`src/rtl/pets_pkg.sv`:
```
package pets_pkg;

    localparam int ENTRIES_DEF = 32;

    localparam int ID_W    = 22;
    localparam int TS_W    = 40;
    localparam int WIN_W   = 32;
    localparam int CNT_W   = 8;
    localparam int MODE_W  = 2;
    localparam int SLOT_W  = 5;
    localparam int INDEX_W = 8;
    localparam int DATA_W  = 32;

    localparam logic [CNT_W-1:0] CNT_MAX = '1;

    // Register indexes on the configuration port.
    localparam logic [INDEX_W-1:0] REG_MODE      = 8'd0;
    localparam logic [INDEX_W-1:0] REG_WATCH     = 8'd1;
    localparam logic [INDEX_W-1:0] REG_WINDOW    = 8'd2;
    localparam logic [INDEX_W-1:0] REG_THRESHOLD = 8'd3;

    // Reset values of the registers.
    localparam logic [MODE_W-1:0] MODE_RST      = 2'd1;
    localparam logic              WATCH_RST     = 1'b1;
    localparam logic [WIN_W-1:0]  WINDOW_RST    = 32'd300000;
    localparam logic [CNT_W-1:0]  THRESHOLD_RST = 8'd8;

    // One table entry as it is kept in the entry memory.
    typedef struct packed {
        logic [ID_W-1:0]  id;
        logic [TS_W-1:0]  wstart;
        logic [CNT_W-1:0] count;
    } t_entry;

    // One result word.
    typedef struct packed {
        logic              noted;
        logic [SLOT_W-1:0] slot;
        logic              new_entry;
        logic              window_restarted;
        logic [CNT_W-1:0]  count_now;
        logic              storm;
        logic              kill_request;
    } t_result;

    // Operand pair and outcome of the shared subtract/compare unit.
    typedef struct packed {
        logic [TS_W-1:0] a;
        logic [TS_W-1:0] b;
    } t_alu_in;

    typedef struct packed {
        logic [TS_W-1:0] diff;
        logic            lt;
    } t_alu_out;

endpackage

```
`src/rtl/pets_ram.sv`:
```
module pets_ram #(
    parameter int WIDTH = 8,
    parameter int DEPTH = 32
) (
    input  logic                     i_clk,
    input  logic                     i_we,
    input  logic [$clog2(DEPTH)-1:0] i_waddr,
    input  logic [WIDTH-1:0]         i_wdata,
    input  logic [$clog2(DEPTH)-1:0] i_raddr,
    output logic [WIDTH-1:0]         o_rdata
);

    logic [WIDTH-1:0] r_mem [DEPTH];
    logic [WIDTH-1:0] r_rdata;

    always_ff @(posedge i_clk) begin
        if (i_we) begin
            r_mem[i_waddr] <= i_wdata;
        end
        r_rdata <= r_mem[i_raddr];
    end

    assign o_rdata = r_rdata;

endmodule

```
`src/rtl/pets_alu.sv`:
```
module pets_alu (
    input  pets_pkg::t_alu_in  i_op,
    output pets_pkg::t_alu_out o_res
);

    logic [pets_pkg::TS_W:0] w_sub;

    // The borrow out of a - b tells that a is below b, unsigned.
    assign w_sub      = {1'b0, i_op.a} - {1'b0, i_op.b};
    assign o_res.diff = w_sub[pets_pkg::TS_W-1:0];
    assign o_res.lt   = w_sub[pets_pkg::TS_W];

endmodule

```
`src/rtl/per_id_event_storm_tracker.sv`:
```
// Channel   Direction  Handshake                 Word
// input     in         i_valid / o_stall         i_proc_id, i_now_ms, i_is_oops
// result    out        o_valid / i_stall         o_noted, o_slot, o_new_entry,
//                                                o_window_restarted, o_count_now,
//                                                o_storm, o_kill_request
// config    in         i_cfg_valid / o_cfg_ready i_cfg_index, i_cfg_data
//
// A counted word goes from acceptance to the result register in steps: the scan
// streams the entry memory through its single registered read port, one entry a
// cycle, then two steps reuse the same 40-bit subtract/compare unit and a third
// writes the entry back. A word that is not counted skips these steps and goes
// straight to the done state. o_stall stays high from acceptance until the result
// has been loaded into the output register; a full output register that is held
// by i_stall delays that load. Reset (synchronous, active low) restores the
// configuration and control registers and marks every entry as empty, so that it
// reads as all zero.
module per_id_event_storm_tracker #(
    parameter int ENTRIES = pets_pkg::ENTRIES_DEF
) (
    input  logic                           i_clk,
    input  logic                           i_rst_n,
    // Input channel.
    input  logic                           i_valid,
    output logic                           o_stall,
    input  logic [pets_pkg::ID_W-1:0]      i_proc_id,
    input  logic [pets_pkg::TS_W-1:0]      i_now_ms,
    input  logic                           i_is_oops,
    // Result channel.
    output logic                           o_valid,
    input  logic                           i_stall,
    output logic                           o_noted,
    output logic [pets_pkg::SLOT_W-1:0]    o_slot,
    output logic                           o_new_entry,
    output logic                           o_window_restarted,
    output logic [pets_pkg::CNT_W-1:0]     o_count_now,
    output logic                           o_storm,
    output logic                           o_kill_request,
    // Configuration write channel.
    input  logic                           i_cfg_valid,
    output logic                           o_cfg_ready,
    input  logic [pets_pkg::INDEX_W-1:0]   i_cfg_index,
    input  logic [pets_pkg::DATA_W-1:0]    i_cfg_data
);

    localparam int IW = $clog2(ENTRIES);
    localparam int EW = $bits(pets_pkg::t_entry);
    localparam logic [IW-1:0] LAST = IW'(ENTRIES - 1);

    // Sequencer states, one-hot.
    typedef enum logic [5:0] {
        S_IDLE = 6'b000001,
        S_SCAN = 6'b000010,
        S_ELAP = 6'b000100,
        S_WIN  = 6'b001000,
        S_UPD  = 6'b010000,
        S_DONE = 6'b100000
    } t_state;

    t_state r_state;

    // Configuration registers.
    logic [pets_pkg::MODE_W-1:0] r_mode;
    logic                        r_watch;
    logic [pets_pkg::WIN_W-1:0]  r_window;
    logic [pets_pkg::CNT_W-1:0]  r_threshold;

    // Captured input word.
    logic [pets_pkg::ID_W-1:0]   r_pid;
    logic [pets_pkg::TS_W-1:0]   r_now;

    // Scan control.
    logic [IW-1:0]               r_ridx;
    logic                        r_iss_done;
    logic                        r_pend;
    logic [IW-1:0]               r_cidx;
    logic [IW-1:0]               r_old;
    logic [pets_pkg::TS_W-1:0]   r_old_ws;

    // Chosen entry and its working values.
    logic [IW-1:0]               r_slot;
    logic [pets_pkg::TS_W-1:0]   r_ws;
    logic [pets_pkg::CNT_W-1:0]  r_cnt;
    logic                        r_fresh;
    logic [pets_pkg::TS_W-1:0]   r_elapsed;
    logic                        r_restart;

    // Entry valid bits: an entry never written reads as all zero.
    logic [ENTRIES-1:0]          r_valid;

    pets_pkg::t_result           r_res;
    pets_pkg::t_result           r_out;
    logic                        r_o_valid;

    pets_pkg::t_entry            w_rd;
    pets_pkg::t_entry            w_ent;
    pets_pkg::t_entry            w_wr;
    logic [EW-1:0]               w_rdata;
    logic                        w_we;
    pets_pkg::t_alu_in           w_alu_in;
    pets_pkg::t_alu_out          w_alu_out;
    logic                        w_in_acc;
    logic                        w_out_free;
    logic                        w_hit;
    logic [pets_pkg::CNT_W-1:0]  w_cnt0;
    logic [pets_pkg::CNT_W-1:0]  w_cnt;
    logic                        w_storm;

    assign w_in_acc   = i_valid && !o_stall;
    assign w_out_free = !r_o_valid || !i_stall;

    // Entry memory: id, window start and count packed into one word.
    pets_ram #(
        .WIDTH (EW),
        .DEPTH (ENTRIES)
    ) u_table (
        .i_clk   (i_clk),
        .i_we    (w_we),
        .i_waddr (r_slot),
        .i_wdata (w_wr),
        .i_raddr (r_ridx),
        .o_rdata (w_rdata)
    );

    assign w_rd  = pets_pkg::t_entry'(w_rdata);
    assign w_ent = r_valid[r_cidx] ? w_rd : '0;
    assign w_hit = r_pend && (w_ent.id == r_pid);

    // The shared unit compares window starts during the scan, then forms the
    // elapsed time, then compares it against the window length.
    always_comb begin
        case (r_state)
            S_SCAN: begin
                w_alu_in.a = w_ent.wstart;
                w_alu_in.b = r_old_ws;
            end
            S_WIN: begin
                w_alu_in.a = {{(pets_pkg::TS_W - pets_pkg::WIN_W){1'b0}}, r_window};
                w_alu_in.b = r_elapsed;
            end
            default: begin
                w_alu_in.a = r_now;
                w_alu_in.b = r_ws;
            end
        endcase
    end

    pets_alu u_alu (
        .i_op  (w_alu_in),
        .o_res (w_alu_out)
    );

    // Count update: a restarted window starts from zero, the increment
    // saturates, and a storm clears the stored count.
    assign w_cnt0  = r_restart ? '0 : r_cnt;
    assign w_cnt   = (w_cnt0 == pets_pkg::CNT_MAX) ? pets_pkg::CNT_MAX
                                                   : w_cnt0 + 1'b1;
    assign w_storm = (w_cnt >= r_threshold);

    assign w_we         = (r_state == S_UPD);
    assign w_wr.id      = r_pid;
    assign w_wr.wstart  = r_restart ? r_now : r_ws;
    assign w_wr.count   = w_storm ? '0 : w_cnt;

    always_ff @(posedge i_clk) begin
        if (!i_rst_n) begin
            r_mode      <= pets_pkg::MODE_RST;
            r_watch     <= pets_pkg::WATCH_RST;
            r_window    <= pets_pkg::WINDOW_RST;
            r_threshold <= pets_pkg::THRESHOLD_RST;
        end else if (i_cfg_valid) begin
            case (i_cfg_index)
                pets_pkg::REG_MODE:      r_mode      <= i_cfg_data[pets_pkg::MODE_W-1:0];
                pets_pkg::REG_WATCH:     r_watch     <= i_cfg_data[0];
                pets_pkg::REG_WINDOW:    r_window    <= i_cfg_data[pets_pkg::WIN_W-1:0];
                pets_pkg::REG_THRESHOLD: r_threshold <= i_cfg_data[pets_pkg::CNT_W-1:0];
                default: begin
                end
            endcase
        end
    end

    // Sequencer and control state.
    always_ff @(posedge i_clk) begin
        if (!i_rst_n) begin
            r_state    <= S_IDLE;
            r_valid    <= '0;
            r_o_valid  <= 1'b0;
            r_pend     <= 1'b0;
            r_iss_done <= 1'b0;
            r_ridx     <= '0;
        end else begin
            // A new result loads the output register; otherwise a taken one
            // empties it.
            if (r_state == S_DONE && w_out_free) begin
                r_o_valid <= 1'b1;
            end else if (r_o_valid && !i_stall) begin
                r_o_valid <= 1'b0;
            end
            case (r_state)
                S_IDLE: begin
                    if (w_in_acc) begin
                        r_ridx     <= '0;
                        r_iss_done <= 1'b0;
                        r_pend     <= 1'b0;
                        if (r_watch && i_is_oops) begin
                            r_state <= S_SCAN;
                        end else begin
                            r_state <= S_DONE;
                        end
                    end
                end
                S_SCAN: begin
                    if (!r_iss_done) begin
                        r_ridx <= r_ridx + 1'b1;
                        if (r_ridx == LAST) begin
                            r_iss_done <= 1'b1;
                        end
                    end
                    if (r_pend && (w_hit || r_cidx == LAST)) begin
                        r_state <= S_ELAP;
                        r_pend  <= 1'b0;
                    end else begin
                        r_pend <= !r_iss_done;
                    end
                end
                S_ELAP: begin
                    r_state <= S_WIN;
                end
                S_WIN: begin
                    r_state <= S_UPD;
                end
                S_UPD: begin
                    r_valid[r_slot] <= 1'b1;
                    r_state         <= S_DONE;
                end
                S_DONE: begin
                    if (w_out_free) begin
                        r_state <= S_IDLE;
                    end
                end
                default: begin
                    r_state <= S_IDLE;
                end
            endcase
        end
    end

    // Datapath registers.
    always_ff @(posedge i_clk) begin
        case (r_state)
            S_IDLE: begin
                r_pid <= i_proc_id;
                r_now <= i_now_ms;
                r_res <= '0;
            end
            S_SCAN: begin
                if (!r_iss_done) begin
                    r_cidx <= r_ridx;
                end
                if (r_pend) begin
                    if (w_hit) begin
                        r_slot  <= r_cidx;
                        r_ws    <= w_ent.wstart;
                        r_cnt   <= w_ent.count;
                        r_fresh <= 1'b0;
                    end else begin
                        // Track the oldest window start, lowest index on ties.
                        if (r_cidx == '0 || w_alu_out.lt) begin
                            r_old    <= r_cidx;
                            r_old_ws <= w_ent.wstart;
                        end
                        if (r_cidx == LAST) begin
                            r_slot  <= (r_cidx == '0 || w_alu_out.lt) ? r_cidx : r_old;
                            r_ws    <= r_now;
                            r_cnt   <= '0;
                            r_fresh <= 1'b1;
                        end
                    end
                end
            end
            S_ELAP: begin
                r_elapsed <= w_alu_out.diff;
            end
            S_WIN: begin
                // The window length lies below the elapsed time.
                r_restart <= w_alu_out.lt;
            end
            S_UPD: begin
                r_res.noted            <= 1'b1;
                r_res.slot             <= pets_pkg::SLOT_W'(r_slot);
                r_res.new_entry        <= r_fresh;
                r_res.window_restarted <= r_restart;
                r_res.count_now        <= w_cnt;
                r_res.storm            <= w_storm;
                r_res.kill_request     <= w_storm && (r_mode != '0);
            end
            S_DONE: begin
                if (w_out_free) begin
                    r_out <= r_res;
                end
            end
            default: begin
            end
        endcase
    end

    assign o_stall            = (r_state != S_IDLE);
    assign o_cfg_ready        = 1'b1;
    assign o_valid            = r_o_valid;
    assign o_noted            = r_out.noted;
    assign o_slot             = r_out.slot;
    assign o_new_entry        = r_out.new_entry;
    assign o_window_restarted = r_out.window_restarted;
    assign o_count_now        = r_out.count_now;
    assign o_storm            = r_out.storm;
    assign o_kill_request     = r_out.kill_request;

`ifndef SYNTHESIS
    // A kill is only ever requested together with a storm.
    a_kill_needs_storm: assert property (@(posedge i_clk) disable iff (!i_rst_n)
        o_valid |-> (!o_kill_request || o_storm))
        else $error("kill request without storm");

    // A word that was not counted carries an all-zero result.
    a_quiet_is_zero: assert property (@(posedge i_clk) disable iff (!i_rst_n)
        (o_valid && !o_noted) |-> (o_slot == '0 && !o_new_entry &&
            !o_window_restarted && o_count_now == '0 && !o_storm))
        else $error("uncounted word has nonzero fields");

    // A counted word always reports a count of at least one.
    a_count_nonzero: assert property (@(posedge i_clk) disable iff (!i_rst_n)
        (o_valid && o_noted) |-> (o_count_now != '0))
        else $error("counted word with zero count");

    // The block takes one word at a time.
    a_busy_after_accept: assert property (@(posedge i_clk) disable iff (!i_rst_n)
        (i_valid && !o_stall) |=> o_stall)
        else $error("input taken while busy");
`endif

endmodule
```
`config.mk`:
```
export PLATFORM = sky130hd
export DESIGN_NAME = per_id_event_storm_tracker
export DESIGN_NICKNAME = d
export VERILOG_FILES = /design/src/rtl/pets_pkg.sv /design/src/rtl/pets_ram.sv /design/src/rtl/pets_alu.sv /design/src/rtl/per_id_event_storm_tracker.sv
export SDC_FILE = /design/constraint.sdc
export NUM_CORES = 2
export LEC_CHECK = 0
export BUFFER_PORTS_ARGS = -buffer_cell sky130_fd_sc_hd__buf_2
export CAP_MARGIN = 20
export CORE_MARGIN = 3
export CORE_UTILIZATION = 50
export DETAILED_ROUTE_END_ITERATION = 8
export PLACE_DENSITY_LB_ADDON = 0.2
export SLEW_MARGIN = 0
export SYNTH_ARGS = -nofsm -noshare
export SYNTH_HDL_FRONTEND = slang
export SYNTH_SLANG_ARGS = --single-unit
```
`constraint.sdc`:
```
create_clock -name i_clk -period 8.85 [get_ports i_clk]
set_input_delay 0.885 -clock i_clk [delete_from_list [all_inputs] [get_ports i_clk]]
set_output_delay 0.885 -clock i_clk [all_outputs]
set_load 0.1 [all_outputs]
```
==> impl_results.md <==
- Setup TNS: 0 ns
- Cell variety after synth: 77
- CTS HTree Levels: 5
- DP Wirelength: 134 mm
- # setup viols final: 0
- Initial antenna violation count: 4
- Arr. time, crit path: 7.61 ns
- Skew final: 0.0392 ns
- Die area: 0.210 sq mm
- Layout cells sized above 1: 29.3%
- Peak supply drop: 0.222 mV
- Vias: 49.9k
- Pleak: 36.4 nW
- Drt wl/cell: 32.6 microns
- Core area: 0.203 sq mm
- Vias in the first global route: 49.9k
- First-pass GRT wire length: 368 mm
- WS Path Type: register to register
- Synthesized area: 0.102 sq mm
- Worst hold path type: input port to register
- DIE WIDTH: 459 microns
- Worst Setup Start Kind: register
- Hold violation count in the final report: 0
- Clk buf depth: 4
- Avg Cell Area, Syn: 21.6 sq um
- DP Area: 0.107 sq mm
- Port bufs: 127
- Post-synth EDFFs: 2483
- Site Rows: 165
- Routed wire length: 258 mm
- Warnings from Yosys: 0
- GRT Residual Overflow: 0
- Cells after Synth: 4754
- Gr usage total: 24.6%
- Cell area after layout: 0.116 sq mm
- Max transition margin: 18.6%
- Post-CTS Setup Repair Bufs: 0
- Hold Buf Count CTS: 0
- Area Overhead vs Synth: 13.1%
- WP data required: 9.42 ns
- CTS tree: yes
- Slew Viols, Final: 0
- CP endpoint kind: register
- Chip Height: 459 microns
- Slew of the pin with the lowest slew margin: 1.22 ns
- DRT Pass-1 Iters: 6
- Most frequent cells in the layout: 2483 x edfxtp_1, 706 x mux4_2, 291 x clkbuf_16, 166 x nand2_1, 154 x dfxtp_1
- PwrDens: 234 mW/mm^2
- Flops & latches, synth: 2642
- DRT iter0 DRCs: 5920
- Root buffer cell: clkbuf_16
- Setup WS pre-CTS: 1.84 ns
- Fin nets: 5200
- Status: completed
- Final period util: 79.5%
- Io pins: 129
- Total CTS buffers: 283
- Clk_lat worst skew: 0.91 ns
- Async SR Flop Fraction: 0%
- Post-layout min period: 7.04 ns
- Setup ws final: 1.81 ns
- Starting density of the core: 50.5%
- Design Power: 27.1 mW
- Post-synthesis sequential area ratio: 75.9%
- # DRC: 0
- Synth Flop Type: edfxtp_1
- Crit-path max FO: 48
- Gpl congestion: 0.869
- Max Clock Freq: 0.142 GHz
- Post-Syn Nets: 4914
- Clk sinks: 2642
- Detail Route Antenna Nets: 0
- Commonest non-fill, non-tap cell in the layout: edfxtp_1
- RSZ-0062 raised after global routing: no
- Hold slack: 0.148 ns
- Max-Cap Viols: 0
- Largest net degree at the start of global routing: 153
- # resized after CTS: 0
- Reg clk slew, reported paths: 0.06 ns
- Via density: 6.31
-- worst paths after layout --
kind / startpoint / end / slack (ns) / cells past startpoint
worst max-delay path: r_cidx[0] / r_old_ws[4] / 1.81 / 18
worst min-delay path: i_now_ms[13] / r_now[13] / 0.15 / 1
worst max register to register: r_cidx[0] / r_old_ws[4] / 1.81 / 18
worst min register to register: r_res[2] / o_count_now[0] / 0.41 / 0
-- synthesized netlist by cell type (6+ instances only) --
library cell	count	area (sq um)
edfxtp_1	2483	74600
mux4_2	706	15900
clkbuf_1	174	653
nand2_1	166	623
dfxtp_1	159	3180
mux2_2	131	1480
nor2_1	97	364
inv_1	80	300
a21oi_1	72	360
o21ai_0	72	360
buf_1	55	206
a22o_1	51	447
ha_1	51	638
o21a_1	40	300
a22oi_1	36	270
a21o_1	29	218
a21boi_0	28	210
nor2b_1	27	169
and2_1	26	163
nand3_1	22	110
xor2_1	19	166
and3_1	17	106
mux2i_1	17	170
o21ai_2	17	149
nand2b_1	15	93.8
xnor2_1	14	123
nor3_1	12	60.1
nand3b_1	10	75.1
nor4_1	10	62.6
o22ai_1	10	62.6
buf_6	8	90.1
nand4_1	7	43.8
a221oi_1	6	52.6
-- flip-flops by register name (all words and copies together), names as in the netlist, 22 cells and up --
name	flops
u_table.r_mem	2240
r_now	40
u_table.o_rdata	70
r_ws	40
r_old_ws	40
r_elapsed	40
r_window	32
r_pid	22
r_valid	32
-- critical path: stages, from the launching register on --
cell	delay [ns]
edfxtp_1	0.80
mux4_2	0.60
mux2i_1	0.21
o2111a_1	0.30
o21ba_4	0.18
buf_4	0.34
nand2_1	0.23
o21ai_0	0.15
fa_1	0.47
a21o_1	0.20
a41oi_1	0.31
a31oi_1	0.18
a31oi_1	0.46
o211ai_1	0.18
a31o_2	0.32
nand3_1	0.15
nand3_1	0.42
a21boi_4	0.74
buf_4	0.41
-- area by class of cell --
type                    count  area [sq um]
inverters                  81           307
fillers                 14700         87000
multi-input cells        1790         23800
clock buffers             383          7790
clock inverters           102          1010
flip-flops and latches   2642         77800
repair buffers            242          1950
diodes                      1          2.50
well taps                2672          3340
-- layer usage --
metal / share of wire [%] / GRT usage, % / wire (microns) / vias up
met2: 49 / 39.3 / 126000 / 2106
met3: 6.7 / 3.56 / 17300 / 428
li1: - / - / - / 20400
met5: 0.0050 / 0 / 13 / -
met1: 41 / 35.3 / 106000 / 27000
met4: 3.3 / 8.03 / 8470 / 2
-- power breakdown --
group          switching [mW]  internal [mW]  leakage (nW)
Combinational            1.01          0.515          8.30
Clock                    4.66           6.71          4.30
Sequential              0.139           14.1          23.8
Total                    5.80           21.3          36.4
-- cell families (layout without fill, tap and decap cells) --
kind of cell             Yosys count  count (layout)  share of synthesized area [%]
flip-flops                      2642            2642                           75.9
multiplexers                     854             854                           17.1
AND/OR/NAND/NOR                  437             437                           2.04
AO/OA/AOI/OAI                    413             413                           2.80
buffers and inverters            322             808                           1.26
adder cells (fa/ha/maj)           52              52                          0.642
XOR/XNOR                          33              33                          0.282
other                              1               2                        0.00366
-- per-stage QoR --
step | util (%) | instances
2_1_floorplan | - | 4754
3_3_place_gp | 52.7 | 7418
3_5_place_dp | 52.7 | 7419
4_1_cts | 57.0 | 7904
5_1_grt | 57.1 | 7913
6_report | 57.1 | 7913
(Power assumes the default switching activity.)
